File: src/akc_pkg.sv
// shared types, constants and helpers for the arx keystream cipher
// no dependencies
package akc_pkg;

  localparam int DATA_W      = 8;
  localparam int WORD_W      = 64;
  localparam int POS_W       = 5;
  localparam int KS_W        = 256;
  localparam int ROUND_W     = 3;
  localparam int CFG_AW      = 3;
  localparam int FIFO_DEPTH  = 4;

  localparam logic [WORD_W-1:0] GOLDEN_WORD = 64'h9e3779b97f4a7c15;
  localparam logic [ROUND_W-1:0] LAST_ROUND = 3'd7;

  localparam logic [CFG_AW-1:0] REG_KEY_0 = 3'd0;
  localparam logic [CFG_AW-1:0] REG_KEY_1 = 3'd1;
  localparam logic [CFG_AW-1:0] REG_KEY_2 = 3'd2;
  localparam logic [CFG_AW-1:0] REG_KEY_3 = 3'd3;
  localparam logic [CFG_AW-1:0] REG_SITE  = 3'd4;
  localparam logic [CFG_AW-1:0] REG_DIV   = 3'd5;

  localparam logic [5:0] ROT_AMT [4][4] = '{
    '{6'd32, 6'd24, 6'd16, 6'd63},
    '{6'd31, 6'd17, 6'd47, 6'd23},
    '{6'd13, 6'd37, 6'd29, 6'd43},
    '{6'd7,  6'd19, 6'd41, 6'd53}
  };

  typedef struct packed {
    logic [DATA_W-1:0] data;
    logic              last;
    logic [POS_W-1:0]  pos;
  } item_t;

  typedef struct packed {
    logic [WORD_W-1:0] key0;
    logic [WORD_W-1:0] key1;
    logic [WORD_W-1:0] key2;
    logic [WORD_W-1:0] key3;
    logic [WORD_W-1:0] site;
    logic [WORD_W-1:0] div;
  } key_cfg_t;

  typedef struct packed {
    logic              start;
    logic              abort;
    logic [WORD_W-1:0] ctr;
  } gen_ctl_t;

  typedef struct packed {
    logic busy;
    logic done;
  } gen_sts_t;

  function automatic logic [WORD_W-1:0] rotl(input logic [WORD_W-1:0] x,
                                             input logic [1:0] set_sel,
                                             input logic [1:0] slot);
    logic [5:0] n;
    n = ROT_AMT[set_sel][slot];
    return (x << n) | (x >> (7'd64 - {1'b0, n}));
  endfunction

endpackage

File: src/arx_keystream_cipher.sv
// Byte-stream XOR cipher. Each input transaction carries one byte and leaves as one output
// transaction, in order, at up to one byte per cycle. The byte at block position 0 takes a
// fresh 32-byte keystream block, built from the key, site, diversifier and block counter by
// one ARX unit that does half a round per cycle: it loads its state, runs eight rounds and
// hands the block over. The next block is built ahead while the current one is in use, and
// the first block of a message is kept, so back-to-back short messages and long messages
// both run at one byte per cycle. The first byte of a block waits at the head of the queue
// only when no block is ready: the first after reset or after a register write, and the
// first of a message after a mid-message write. The user is to make register writes only
// while the block is idle; this is not enforced. tlast ends a message and restarts the
// counter and position. Writes to indexes 6 and 7 set no register but drop the prefetch.
// depends on akc_pkg, akc_front, akc_keygen, akc_back
module arx_keystream_cipher
  import akc_pkg::*;
#(
  parameter int FIFO_DEPTH_P = FIFO_DEPTH
) (
  input  logic              clk,
  input  logic              rst_n,
  input  logic              in_tvalid,
  output logic              in_tready,
  input  logic [DATA_W-1:0] in_tdata,   // data_in
  input  logic              in_tlast,
  output logic              out_tvalid,
  input  logic              out_tready,
  output logic [DATA_W-1:0] out_tdata,  // data_out
  output logic              out_tlast,
  input  logic              cfg_we,
  input  logic [CFG_AW-1:0] cfg_addr,
  input  logic [WORD_W-1:0] cfg_wdata
);

  key_cfg_t        cfg_r;
  logic            head_valid, pop;
  item_t           head;
  gen_ctl_t        gen_ctl;
  gen_sts_t        gen_sts;
  logic [KS_W-1:0] gen_ks;

  always_ff @(posedge clk) begin
    if (!rst_n) begin
      cfg_r <= '0;
    end else if (cfg_we) begin
      unique case (cfg_addr)
        REG_KEY_0: cfg_r.key0 <= cfg_wdata;
        REG_KEY_1: cfg_r.key1 <= cfg_wdata;
        REG_KEY_2: cfg_r.key2 <= cfg_wdata;
        REG_KEY_3: cfg_r.key3 <= cfg_wdata;
        REG_SITE:  cfg_r.site <= cfg_wdata;
        REG_DIV:   cfg_r.div  <= cfg_wdata;
        default:   cfg_r      <= cfg_r;
      endcase
    end
  end

  akc_front #(
    .DEPTH(FIFO_DEPTH_P)
  ) u_front (
    .clk       (clk),
    .rst_n     (rst_n),
    .in_tvalid (in_tvalid),
    .in_tready (in_tready),
    .in_tdata  (in_tdata),
    .in_tlast  (in_tlast),
    .head_valid(head_valid),
    .head      (head),
    .pop       (pop)
  );

  akc_keygen u_keygen (
    .clk  (clk),
    .rst_n(rst_n),
    .cfg  (cfg_r),
    .ctl  (gen_ctl),
    .sts  (gen_sts),
    .ks   (gen_ks)
  );

  akc_back u_back (
    .clk       (clk),
    .rst_n     (rst_n),
    .cfg_wr    (cfg_we),
    .head_valid(head_valid),
    .head      (head),
    .pop       (pop),
    .gen_ctl   (gen_ctl),
    .gen_sts   (gen_sts),
    .gen_ks    (gen_ks),
    .out_tvalid(out_tvalid),
    .out_tready(out_tready),
    .out_tdata (out_tdata),
    .out_tlast (out_tlast)
  );

endmodule

File: src/akc_front.sv
// input side: takes byte transactions, tags each with its block position, queues them
// depends on akc_pkg
module akc_front
  import akc_pkg::*;
#(
  parameter int DEPTH = FIFO_DEPTH
) (
  input  logic              clk,
  input  logic              rst_n,
  input  logic              in_tvalid,
  output logic              in_tready,
  input  logic [DATA_W-1:0] in_tdata,
  input  logic              in_tlast,
  output logic              head_valid,
  output item_t             head,
  input  logic              pop
);

  localparam int PTR_W = (DEPTH > 1) ? $clog2(DEPTH) : 1;
  localparam int CNT_W = $clog2(DEPTH + 1);
  localparam logic [PTR_W-1:0] PTR_MAX = PTR_W'(DEPTH - 1);
  localparam logic [CNT_W-1:0] CNT_FULL = CNT_W'(DEPTH);

  item_t            mem [DEPTH];
  logic [PTR_W-1:0] wr_ptr_r, rd_ptr_r;
  logic [CNT_W-1:0] cnt_r;
  logic [POS_W-1:0] pos_r, pos_nxt;
  logic             push;
  logic             do_pop;

  assign in_tready  = (cnt_r != CNT_FULL);
  assign push       = in_tvalid && in_tready;
  assign head_valid = (cnt_r != '0);
  assign head       = mem[rd_ptr_r];
  assign do_pop     = pop && head_valid;
  assign pos_nxt    = in_tlast ? '0 : pos_r + 1'b1;

  always_ff @(posedge clk) begin
    if (push) begin
      mem[wr_ptr_r] <= '{data: in_tdata, last: in_tlast, pos: pos_r};
    end
  end

  always_ff @(posedge clk) begin
    if (!rst_n) begin
      wr_ptr_r <= '0;
      rd_ptr_r <= '0;
      cnt_r    <= '0;
      pos_r    <= '0;
    end else begin
      if (push) begin
        wr_ptr_r <= (wr_ptr_r == PTR_MAX) ? '0 : wr_ptr_r + 1'b1;
        pos_r    <= pos_nxt;
      end
      if (do_pop) begin
        rd_ptr_r <= (rd_ptr_r == PTR_MAX) ? '0 : rd_ptr_r + 1'b1;
      end
      case ({push, do_pop})
        2'b10:   cnt_r <= cnt_r + 1'b1;
        2'b01:   cnt_r <= cnt_r - 1'b1;
        default: cnt_r <= cnt_r;
      endcase
    end
  end

endmodule

File: src/akc_keygen.sv
// arx keystream generator: loads its state, then builds one 32-byte block in eight rounds,
// half a round per cycle
// depends on akc_pkg
module akc_keygen
  import akc_pkg::*;
(
  input  logic            clk,
  input  logic            rst_n,
  input  key_cfg_t        cfg,
  input  gen_ctl_t        ctl,
  output gen_sts_t        sts,
  output logic [KS_W-1:0] ks
);

  logic [WORD_W-1:0]  a_r, b_r, c_r, d_r, ctr_r;
  logic [WORD_W-1:0]  a1, b1, c1, d1, a2, c2;
  logic [ROUND_W-1:0] rnd_r;
  logic               half_r, busy_r, done_r;
  logic [1:0]         rs, slot0, slot1;
  logic               final_step;

  assign rs         = cfg.div[1:0] ^ ctr_r[1:0] ^ rnd_r[1:0];
  assign slot0      = half_r ? 2'd2 : 2'd0;
  assign slot1      = half_r ? 2'd3 : 2'd1;
  assign final_step = half_r && (rnd_r == LAST_ROUND);

  always_comb begin
    a1 = a_r + b_r;
    d1 = rotl(d_r ^ a1, rs, slot0);
    c1 = c_r + d1;
    b1 = rotl(b_r ^ c1, rs, slot1);
    a2 = a1;
    c2 = c1;
    if (half_r) begin
      a2 = a1 ^ (GOLDEN_WORD + {{(WORD_W-ROUND_W){1'b0}}, rnd_r});
      c2 = c1 ^ (ctr_r + {{(WORD_W-ROUND_W){1'b0}}, rnd_r});
    end
  end

  always_ff @(posedge clk) begin
    if (ctl.start) begin
      a_r   <= cfg.key0 ^ cfg.site;
      b_r   <= cfg.key1 ^ cfg.div;
      c_r   <= cfg.key2 ^ ctl.ctr;
      d_r   <= cfg.key3 ^ GOLDEN_WORD;
      ctr_r <= ctl.ctr;
    end else if (busy_r) begin
      a_r <= a2;
      b_r <= b1;
      c_r <= c2;
      d_r <= d1;
    end
  end

  always_ff @(posedge clk) begin
    if (!rst_n) begin
      busy_r <= 1'b0;
      done_r <= 1'b0;
      rnd_r  <= '0;
      half_r <= 1'b0;
    end else begin
      done_r <= busy_r && final_step && !ctl.abort;
      if (ctl.start) begin
        busy_r <= 1'b1;
        rnd_r  <= '0;
        half_r <= 1'b0;
      end else if (busy_r) begin
        half_r <= !half_r;
        if (half_r) begin
          rnd_r <= rnd_r + 1'b1;
        end
        if (final_step || ctl.abort) begin
          busy_r <= 1'b0;
        end
      end
    end
  end

  assign sts = '{busy: busy_r, done: done_r};
  assign ks  = {d_r, c_r, b_r, a_r};

endmodule

File: src/akc_back.sv
// output side: block counter, prefetched keystream blocks, byte xor and output register
// depends on akc_pkg
module akc_back
  import akc_pkg::*;
(
  input  logic              clk,
  input  logic              rst_n,
  input  logic              cfg_wr,
  input  logic              head_valid,
  input  item_t             head,
  output logic              pop,
  output gen_ctl_t          gen_ctl,
  input  gen_sts_t          gen_sts,
  input  logic [KS_W-1:0]   gen_ks,
  output logic              out_tvalid,
  input  logic              out_tready,
  output logic [DATA_W-1:0] out_tdata,
  output logic              out_tlast
);

  logic [KS_W-1:0]   cur_ks_r, pre_ks_r, zero_ks_r;
  logic              pre_valid_r, zero_valid_r;
  logic [WORD_W-1:0] ctr_r;
  logic              out_valid_r, out_last_r;
  logic [DATA_W-1:0] out_data_r;
  logic              need_ks, can_out, clear;
  logic [DATA_W-1:0] ks_byte;

  assign need_ks = (head.pos == '0);
  assign can_out = !out_valid_r || out_tready;
  assign pop     = head_valid && can_out && (!need_ks || pre_valid_r);
  assign ks_byte = need_ks ? pre_ks_r[DATA_W-1:0] : cur_ks_r[{head.pos, 3'b000} +: DATA_W];
  assign clear   = (pop && head.last) || cfg_wr;

  assign gen_ctl.start = !pre_valid_r && !gen_sts.busy && !gen_sts.done && !clear;
  assign gen_ctl.abort = clear;
  assign gen_ctl.ctr   = ctr_r;

  always_ff @(posedge clk) begin
    if (pop && need_ks) begin
      cur_ks_r <= pre_ks_r;
    end
    if (can_out && pop) begin
      out_data_r <= head.data ^ ks_byte;
      out_last_r <= head.last;
    end
    if (!cfg_wr) begin
      if (pop && head.last) begin
        pre_ks_r <= zero_ks_r;
      end else if (!(pop && need_ks) && gen_sts.done) begin
        pre_ks_r <= gen_ks;
        if (ctr_r == '0) begin
          zero_ks_r <= gen_ks;
        end
      end
    end
  end

  always_ff @(posedge clk) begin
    if (!rst_n) begin
      out_valid_r  <= 1'b0;
      pre_valid_r  <= 1'b0;
      zero_valid_r <= 1'b0;
      ctr_r        <= '0;
    end else begin
      if (can_out) begin
        out_valid_r <= pop;
      end
      if (pop && head.last) begin
        ctr_r <= '0;
      end else if (pop && need_ks) begin
        ctr_r <= ctr_r + 1'b1;
      end
      if (cfg_wr) begin
        pre_valid_r  <= 1'b0;
        zero_valid_r <= 1'b0;
      end else if (pop && head.last) begin
        pre_valid_r <= zero_valid_r;
      end else if (pop && need_ks) begin
        pre_valid_r <= 1'b0;
      end else if (gen_sts.done) begin
        pre_valid_r <= 1'b1;
        if (ctr_r == '0) begin
          zero_valid_r <= 1'b1;
        end
      end
    end
  end

  assign out_tvalid = out_valid_r;
  assign out_tdata  = out_data_r;
  assign out_tlast  = out_last_r;

endmodule
File: config.mk
export PLATFORM = sky130hd
export DESIGN_NAME = arx_keystream_cipher
export DESIGN_NICKNAME = d
export VERILOG_FILES = /design/src/akc_pkg.sv /design/src/arx_keystream_cipher.sv /design/src/akc_front.sv /design/src/akc_keygen.sv /design/src/akc_back.sv
export SDC_FILE = /design/constraint.sdc
export NUM_CORES = 2
export LEC_CHECK = 0
export ABC_CLOCK_PERIOD_IN_PS = 16500
export BUFFER_PORTS_ARGS = -buffer_cell sky130_fd_sc_hd__buf_2
export CAP_MARGIN = 5
export CELL_PAD_IN_SITES_DETAIL_PLACEMENT = 0
export CELL_PAD_IN_SITES_GLOBAL_PLACEMENT = 1
export CORE_MARGIN = 2
export CORE_UTILIZATION = 29
export CTS_BUF_LIST = sky130_fd_sc_hd__clkbuf_16
export CTS_CLUSTER_SIZE = 10
export DETAILED_ROUTE_END_ITERATION = 8
export HOLD_SLACK_MARGIN = 0.08
export PLACE_DENSITY = 0.6
export SLEW_MARGIN = 20
export SYNTH_ARGS = -nofsm -noshare
export SYNTH_HDL_FRONTEND = slang
export SYNTH_SLANG_ARGS = --single-unit
export TNS_END_PERCENT = 10
File: constraint.sdc
create_clock -name clk -period 16.5 [get_ports clk]
set_input_delay 3.3 -clock clk [delete_from_list [all_inputs] [get_ports clk]]
set_output_delay 3.3 -clock clk [all_outputs]
set_load 0.005 [all_outputs]
==> metrics.txt <==
crit-path max cell delay=1.00 ns; Post-CTS Setup Bufs=0; synthesized area=0.0928 mm2; Hold Buf Count CTS=0; Cell Rows=207; status=finished, final reports clean; clk_skew=0.0946 ns; number of global-route vias before repair=72400; Final nets=9029; CTS tree=done; worst slew pin tran=1.25 ns; Syn Nets=9086; Crit Path Max Fanout=10; ys flop type=edfxtp_1; synth unique cells=129; Fill cells=32200; first-pass GRT wire length=637 mm; total die area=0.325 mm2; clock insertion delay at the later pin of the skew report=0.92 ns; Die X=570 um; Area growth syn-to-layout=12.9%; Fin. Hold Viols=0; maximum clock frequency=73.8 MHz; pin count of the biggest net entering global routing=130; top-count cell post-synth=nand2_1; setup TNS=0 ns; final wirelength=477 mm; Syn Inst Count=8854; Core Area=0.318 mm2; global route total overflow=0; die height=570 um; Detailed Route Iter0 Violations=8587; crit path DAT=14.09 ns; grt met1 use=37.9%; GR Util met2=45.6%; PostCTS Resize Cnt=0; RSZ-0062 raised after global routing=false; antenna-violating nets left=0; Clock Pin Slew Worst Setup and Hold Paths=0.07 ns; CTS Sinks=1624; gr usage total=28.6%; Avg Cell Area, Syn=10.5 um2; CTS root buf=clkbuf_16; Final period util=82.1%; min-delay worst type=reg -> reg; GR Layer Usage met3=4.36%; share of post-route cells with drive strength above 1=14.4%; drt first pass iters=6; WL per Instance=36.2 um; dpl cell area=0.0986 mm2; register area share after synthesis=47.5%; commonest cells in the netlist=nand2_1, edfxtp_1, nor2_1; H-tree depth=4; Critical Setup Path Class=reg -> reg; gpl congestion=0.974; largest area contributor in the netlist=edfxtp_1; Worst Hold Launch=u_back.pre_ks_r[199]$_DFFE_PP_; initial antenna violation count=83; Via Count=75100; Max-Cap Viols=0; Post-synth ARST share=0%; Ports=92; vias per inst=5.70; number of synthesized register bits=1624; FF-to-FF Start=u_keygen.b_r[12]$_DFFE_PP_; area share of the leading cell type in the synthesized netlist=37.3%; Max clock buf depth=4; crit start category=flop; synth top area cells=edfxtp_1, dfxtp_1, nand2_1, mux4_2, mux2_2; Tmin final=13.55 ns; Initial Util=29.2%; Setup Viol. Count Final=0; Slew Viols, Final=0; GRT Max-Usage Layer=met2; CP startpoint=u_keygen.b_r[12]$_DFFE_PP_; Post-synth EDFFs=1153; cell area after layout=0.105 mm2; worst rel slew slack=15.9%; I/O Buffers=91; total CTS buffers=202; DRC Markers=0; Yosys Warn Count=0; estimated wirelength of the detail-placed design=370 mm; CP endpoint kind=flop; Worst Path Required=17.05 ns; Crit-path slowest cell=a31oi_1
## per-layer routing
layer	up-vias	routed length (um)	share of wire [%]
li1	32500	-	-
met1	38600	202000	42
met2	3333	216000	45
met3	713	32600	6.8
met4	12	27000	5.6
met5	-	87	0.018
## sequential cells by signal, indices dropped and copies added (netlist names), 8 cells and up, named ones only
name	count
u_keygen.a_r	64
u_keygen.d_r	64
u_back.out_tdata	8
u_back.zero_ks_r	256
u_keygen.b_r	64
u_back.ctr_r	64
u_keygen.ctr_r	64
u_front.mem	56
cfg_r	384
u_back.pre_ks_r	256
u_back.cur_ks_r	256
u_keygen.c_r	64
## cell families (layout without fill, tap and decap cells)
group / after synthesis / after routing / share of synthesized area (%)
AND/OR/NAND/NOR: 2770 / 2770 / 12.8
multiplexers: 727 / 727 / 10.7
adder cells (fa/ha/maj): 151 / 151 / 2.07
buffers and inverters: 672 / 756 / 2.83
other: 0 / 60 / 0
AO/OA/AOI/OAI: 2181 / 2181 / 15.9
flip-flops: 1624 / 1624 / 47.5
XOR/XNOR: 729 / 729 / 8.14
## area by class of cell
type	instances	area, um2	area share, %
Sequential cell	1624	44100	42.0
Timing Repair Buffer	332	2390	2.28
Antenna cell	60	150	0.143
Inverter	79	307	0.292
Multi-Input combinational cell	6558	46600	44.5
Clock buffer	207	5180	4.94
Tap cell	4180	5230	4.99
Clock inverter	138	868	0.828
## critical path: cells and delay by family, from the launching register on
kind | cells | cell delay [ns]
flops | 1 | 0.49
buf+inv | 2 | 0.36
simple gates | 6 | 1.58
compound gates | 20 | 7.96
xor+xnor | 2 | 0.69
mux | 2 | 0.80
fa+ha+maj | 3 | 1.21
## path summary, 6_finish.rpt
path,to,slack (ns),cells past startpoint
hold reg to reg,u_back.cur_ks_r[199]$_DFFE_PP_,0.38,0
setup reg to reg,u_keygen.b_r[5]$_DFFE_PP_,2.95,35
setup / recovery,u_keygen.b_r[5]$_DFFE_PP_,2.95,35
hold / removal,u_back.cur_ks_r[199]$_DFFE_PP_,0.38,0
## cells in the final DEF, fill, tap and decap left out, types with 54 or more instances in the layout
| cell type | Yosys | final |
|---|---|---|
| nand2_1 | 1399 | 1392 |
| edfxtp_1 | 1153 | 1153 |
| nor2_1 | 712 | 704 |
| a21oi_1 | 483 | 476 |
| dfxtp_1 | 471 | 470 |
| a21boi_0 | 399 | 399 |
| o21ai_0 | 374 | 370 |
| xnor2_1 | 358 | 348 |
| mux2_2 | 325 | 325 |
| xor2_1 | 287 | 284 |
| buf_4 | 4 | 231 |
| mux2i_1 | 218 | 218 |
| clkbuf_16 | 0 | 207 |
| mux4_2 | 180 | 178 |
| inv_1 | 76 | 159 |
| ha_1 | 147 | 144 |
| nand3_1 | 137 | 134 |
| o211ai_1 | 107 | 107 |
| nor3_1 | 105 | 101 |
| a21o_1 | 95 | 95 |
| nand4_1 | 92 | 92 |
| buf_2 | 57 | 90 |
| a211oi_1 | 87 | 87 |
| o21a_1 | 61 | 61 |
| diode_2 | 0 | 60 |
| xnor3_1 | 58 | 58 |
| and3_1 | 54 | 54 |
## through the flow
step	setup slack [ns]	utilization, %	hold slack, ns	instances
after floorplan	0.287	-	0.400	8854
after global placement	3.00	30.9	0.401	12800
after detailed placement	3.15	31.0	0.405	12800
after CTS	3.13	32.9	0.379	13100
after global routing	2.74	32.9	0.389	13200
final	2.95	32.9	0.377	13200
Power is not shown: default switching activity piles up to over one toggle a cycle in this logic, so the estimate is an artifact.
